**config.mk**
```make
export PLATFORM = sky130hd
export DESIGN_NAME = isd_ctrl
export DESIGN_NICKNAME = d
export VERILOG_FILES = /design/src/sv/isd_pkg.sv /design/src/sv/isd_ctrl.sv
export SDC_FILE = /design/constraint.sdc
export NUM_CORES = 1
export LEC_CHECK = 0
export ABC_AREA = 1
export BUFFER_PORTS_ARGS = -buffer_cell sky130_fd_sc_hd__buf_2
export CAP_MARGIN = 20
export CORE_AREA = 2 2 51 53
export CTS_CLUSTER_DIAMETER = 80
export CTS_CLUSTER_SIZE = 40
export DETAILED_ROUTE_END_ITERATION = 10
export DIE_AREA = 0 0 53 55
export PLACE_DENSITY = 0.61
export SKIP_LAST_GASP = 1
export SLEW_MARGIN = 10
export SYNTH_ARGS = -nofsm -noshare
export SYNTH_HDL_FRONTEND = slang
export SYNTH_SLANG_ARGS = --single-unit
```
**constraint.sdc**
```tcl
create_clock -name clk -period 1.9 [get_ports clk]
set_input_delay 0 -clock clk [delete_from_list [all_inputs] [get_ports clk]]
set_output_delay 0 -clock clk [all_outputs]
set_load 0.05 [all_outputs]
```
**src/sv/isd_pkg.sv**
```systemverilog
`timescale 1ns / 1ps
`default_nettype none
package isd_pkg;

  localparam int DEPTH    = 256;
  localparam int PTR_W    = $clog2(DEPTH);
  localparam int CNT_W    = PTR_W + 1;
  localparam int SAMPLE_W = 16;
  localparam int TIME_W   = 32;
  localparam int AXES     = 6;
  localparam int SUM_W    = SAMPLE_W + CNT_W;
  localparam int SQ_W     = 2 * SAMPLE_W + CNT_W - 1;
  localparam int VAR_W    = SQ_W + CNT_W + 1;
  localparam int LIM_W    = 32;
  localparam int CFG_W    = 32;
  localparam int IDX_W    = 2;

  // command codes
  localparam logic CMD_SAMPLE = 1'b0;
  localparam logic CMD_QUERY  = 1'b1;

  // result codes
  localparam logic [1:0] ST_UNKNOWN    = 2'd0;
  localparam logic [1:0] ST_STATIONARY = 2'd1;
  localparam logic [1:0] ST_MOVING     = 2'd2;

  // register indexes
  localparam logic [IDX_W-1:0] REG_ENABLE = 2'd0;
  localparam logic [IDX_W-1:0] REG_WINDOW = 2'd1;
  localparam logic [IDX_W-1:0] REG_GYRO   = 2'd2;
  localparam logic [IDX_W-1:0] REG_ACC    = 2'd3;

  typedef enum logic [9:0] {
    S_IDLE     = 10'b0000000001,
    S_SCAN_RD  = 10'b0000000010,
    S_SCAN_CHK = 10'b0000000100,
    S_ACC_RD   = 10'b0000001000,
    S_ACC_ADD  = 10'b0000010000,
    S_VAR_MUL  = 10'b0000100000,
    S_VAR_LIM  = 10'b0001000000,
    S_VAR_CMP  = 10'b0010000000,
    S_DONE     = 10'b0100000000,
    S_OUT      = 10'b1000000000
  } state_t;

  typedef struct packed {
    logic       store;
    logic       query;
    logic       rd;
    logic       idx_inc;
    logic       set_first;
    logic       set_last;
    logic       acc_add;
    logic       set_n;
    logic       mul;
    logic       lim;
    logic       cmp;
    logic       commit;
    logic       set_result;
    logic [1:0] result;
    logic       push;
  } cmd_t;

  typedef struct packed {
    logic enable;
    logic count_zero;
    logic t_lt_q;
    logic t_old;
    logic have_first;
    logic idx_zero;
    logic idx_end;
    logic idx_eq_last;
    logic axis_last;
    logic out_free;
  } flags_t;

endpackage
`default_nettype wire

```
**src/sv/isd_ctrl.sv**
```systemverilog
`timescale 1ns / 1ps
`default_nettype none
module isd_ctrl (
  input  wire logic            clk,
  input  wire logic            rst,
  input  wire logic            in_valid,
  input  wire logic            command,
  output logic                 in_stall,
  input  wire isd_pkg::flags_t flags,
  output isd_pkg::cmd_t        cmd
);
  import isd_pkg::*;

  state_t state, state_next;

  always_ff @(posedge clk) begin
    if (rst) state <= S_IDLE;
    else     state <= state_next;
  end

  assign in_stall = (state != S_IDLE);

  // next state and commands
  always_comb begin
    cmd        = '0;
    state_next = state;
    unique case (state)
      S_IDLE: begin
        if (in_valid) begin
          if (command == CMD_SAMPLE) begin
            cmd.store = 1'b1;
          end else begin
            cmd.query = 1'b1;
            if (!flags.enable) begin
              cmd.set_result = 1'b1;
              cmd.result     = ST_MOVING;
              state_next     = S_OUT;
            end else if (flags.count_zero) begin
              cmd.set_result = 1'b1;
              cmd.result     = ST_UNKNOWN;
              state_next     = S_OUT;
            end else begin
              state_next = S_SCAN_RD;
            end
          end
        end
      end
      S_SCAN_RD: begin
        cmd.rd     = 1'b1;
        state_next = S_SCAN_CHK;
      end
      S_SCAN_CHK: begin
        if (!flags.have_first && flags.t_lt_q && flags.idx_zero) begin
          // newest sample older than the query
          cmd.set_result = 1'b1;
          cmd.result     = ST_UNKNOWN;
          state_next     = S_OUT;
        end else if (flags.have_first && flags.t_old) begin
          cmd.set_last = 1'b1;
          state_next   = S_ACC_RD;
        end else begin
          cmd.set_first = !flags.have_first && flags.t_lt_q;
          if (flags.idx_end) begin
            cmd.set_result = 1'b1;
            cmd.result     = ST_UNKNOWN;
            state_next     = S_OUT;
          end else begin
            cmd.idx_inc = 1'b1;
            state_next  = S_SCAN_RD;
          end
        end
      end
      S_ACC_RD: begin
        cmd.rd     = 1'b1;
        state_next = S_ACC_ADD;
      end
      S_ACC_ADD: begin
        cmd.acc_add = 1'b1;
        if (flags.idx_eq_last) begin
          cmd.set_n  = 1'b1;
          state_next = S_VAR_MUL;
        end else begin
          cmd.idx_inc = 1'b1;
          state_next  = S_ACC_RD;
        end
      end
      S_VAR_MUL: begin
        cmd.mul    = 1'b1;
        state_next = S_VAR_LIM;
      end
      S_VAR_LIM: begin
        cmd.lim    = 1'b1;
        state_next = S_VAR_CMP;
      end
      S_VAR_CMP: begin
        cmd.cmp    = 1'b1;
        state_next = flags.axis_last ? S_DONE : S_VAR_MUL;
      end
      S_DONE: begin
        cmd.commit = 1'b1;
        state_next = S_OUT;
      end
      S_OUT: begin
        if (flags.out_free) begin
          cmd.push   = 1'b1;
          state_next = S_IDLE;
        end
      end
      default: state_next = S_IDLE;
    endcase
  end

  // memory read always precedes its check
  a_scan_order: assert property (@(posedge clk) disable iff (rst)
    state == S_SCAN_CHK |-> $past(state) == S_SCAN_RD)
    else $error("scan check without read");
  a_acc_order: assert property (@(posedge clk) disable iff (rst)
    state == S_ACC_ADD |-> $past(state) == S_ACC_RD)
    else $error("accumulate without read");
  a_out_free: assert property (@(posedge clk) disable iff (rst)
    cmd.push |-> flags.out_free && state == S_OUT)
    else $error("result pushed over a waiting item");

endmodule
`default_nettype wire

```
==> impl_metrics.csv <==
group,metric,value,unit
power,power.density,1411,mW/mm^2
clocking,clkLatencyLatePin,260,ps
synthesis,synthArstFlopShare,0,%
final_layout,syn_to_final_growth,32.93,%
sta,setup_violations,0,
critical_path,worst-path-max-fanout,4,
critical_path,worst_ep_arrival_time,1890,ps
synthesis,ys_warn_count,0,
job,cap_violations,0,
status,status,"complete, no violations",
critical_path,crit_path_end_kind,"flop",
floorplan,die-area,0.002915,sq mm
drt,antenna_left,0,
synthesis,synth-edff-count,0,
synthesis,synth_nets,140,
synthesis,syn_inst,126,
drt,wl_per_cell,9.595,um
clocking,clk_path_buf_depth,2,
drt,met3_length,135,um
grt,grt_max_degree,8,
final_layout,layout.cells.non_filler,190,
drt,drt-total-wl,1823,um
clocking,clkTransAtPathRegs,70,ps
synthesis,synthDominantCellAreaShare,27.87,%
drt,dr_wl_met2,824,um
critical_path,worstPathCellList,"nor2_1 -> nand2_1 -> nor2_1 -> nand2_1 -> nor3_1 -> dlygate4sd3_1",
floorplan,io_pins,31,
floorplan,num_rows,18,
final_layout,largest_register_ffs,10,
clocking,cts-buffers-inserted,3,
place,hpwlAfterDp,1561,um
final_layout,drive_gt1_share,30.00,%
grt,grt_overflow_total,0,
sta,max_freq,0.5941,GHz
grt,antenna_found_initial,0,
synthesis,synth_area_leaders,"dfxtp_1 (28%), nor2_1 (16%), nand2_1 (13%)",
sta,finalMaxSlewViolations,0,
synthesis,synth-seq-area-share,27.87,%
drt,via_count,846,
sta,period_share,88.59,%
clocking,tritoncts,"yes",
critical_path,crit_path_top_delay_cell,"dlygate4sd3_1",
critical_path,path_buf_inv,1,
drt,drcViolationCount,0,
final_layout,final_util,40.37,%
sta,hold_viol_final,0,
min_path,hold_path_class,"in -> reg",
synthesis,netlist_area,718.2,sq um
critical_path,path_delay_family,"simple AND/OR/NAND/NOR gates",
floorplan,core,0.002365,sq mm
synthesis,synth_seq_cells,10,
final_layout,biggestRegsByFlops,"state: 10 flops",
place,port_buffers,29,
final_layout,final_nets,175,
grt,gr-usage-all-layers,13.57,%
grt,grt_pass1_vias,704,
final_layout,top_register,"state",
floorplan,start_util,30.37,%
clocking,clock_sinks,10,
synthesis,ys_types,22,
critical_path,cpPeakStageDelay,570,ps
clocking,h-tree-depth,1,
place,place_area,898.4,sq um
power,ir_drop,551.2,uV
power,leakage,0.6055,nW
synthesis,yosysTopAreaCell,"dfxtp_1",
clocking,cts_root_buf,"clkbuf_4",
synthesis,syn_area_per_cell,5.700,sq um
final_layout,design_area,954.7,sq um
clocking,cts_resized,0,
sta,clock_skew,1.788,ps
critical_path,critical_path_class,"reg -> reg",
drt,top_layer_used,"met4",
synthesis,synthFlopType,"dfxtp_1",
drt,drt-met1-wl,852,um
drt,drtIter0Drc,12,
drt,dr.pass1.iters,6,
final_layout,antenna_cells,0,
sta,setup_tns,0,ps
grt,grt_first_pass_wirelength,2877,um
sta,grt_setup_unrepaired,"false",
floorplan,dieWidth,53,um
drt,routed_via_density,4.453,
place,place_inst,184,
critical_path,start_kind,"flop",
place,place_congestion,0.8428,
critical_path,required,2110,ps
floorplan,die_h,55,um
sta,post-route-min-period,1683,ps
==> cell usage after synthesis, types with 2 or more instances <==
library cell / number
inv_2: 5
nand2_1: 25
dfxtp_1: 10
nor2_1: 31
nand3_1: 11
nor3b_1: 2
nand4_1: 2
inv_1: 23
nand2_2: 4
==> path summary, 6_finish.rpt <==
| path | cells past startpoint | endpoint | slack, ps | startpoint |
|---|---|---|---|---|
| worst min-delay path | 4 | state[5] | 90 | flags[1] |
| worst max register to register | 6 | state[8] | 220 | state[0] |
| worst max-delay path | 6 | state[8] | 220 | state[0] |
| worst min register to register | 4 | state[7] | 590 | state[6] |
==> placed cells by master, fill, tap and decap left out, types with 2 or more instances in the layout <==
master / instances
buf_2: 29
nand4_1: 2
nor2_1: 31
nand2_1: 25
nand2_2: 4
dlygate4sd3_1: 2
inv_2: 5
dfxtp_1: 10
clkbuf_4: 3
inv_1: 23
nand3_1: 11
==> per-layer routing <==
metal | track usage (%) | vias up
li1 | - | 445
met1 | 18.30 | 366
met2 | 21.67 | 33
met3 | 2.688 | 2
met4 | 4.701 | 0
met5 | 0 | -
==> kinds of logic after synthesis <==
group	after synthesis	share of synthesized area, %
and+or+nand+nor	82	52.44
DFF	10	27.87
AOI/OAI and AO/OA	4	3.484
buffers and inverters	29	15.68
other	1	0.5221
==> per-stage QoR <==
step	hold slack (ps)	total power (W)	worst slack (ps)
after floorplan	76.79	0.0009758	70.35
after global placement	181.2	0.001142	550.3
after detailed placement	181.0	0.001156	520.6
after CTS	80.36	0.001355	228.9
after global routing	99.32	0.001438	1.761
final	92.67	0.001347	216.8
==> repair_timing <==
action,CTS,global route
buffers inserted,0,0
hold endpoints to repair,1,0
hold buffers,2,0
==> tightest hold or removal path, delay by kind of cell <==
kind	cells	cell delay, ps
compound gates	1	80
buf+inv	1	100
simple gates	2	140
==> report_power, final <==
group          switching, W  internal, W  leakage [nW]  total [W]
Sequential        0.0000304     0.000260        0.0815   0.000291
Clock             0.0000792     0.000116        0.0210   0.000195
Combinational      0.000633     0.000228         0.503   0.000861
Total              0.000743     0.000605         0.606    0.00135
==> layout make-up <==
type                            count  area [sq um]
Sequential cell                    10         200.2
Fill cell                         264          1410
Inverter                           28         105.1
Clock buffer                        4         36.28
Tap cell                           30         37.54
Timing Repair Buffer               31         165.2
Multi-Input combinational cell     87         410.4
Power figures use the tool's default switching activity.
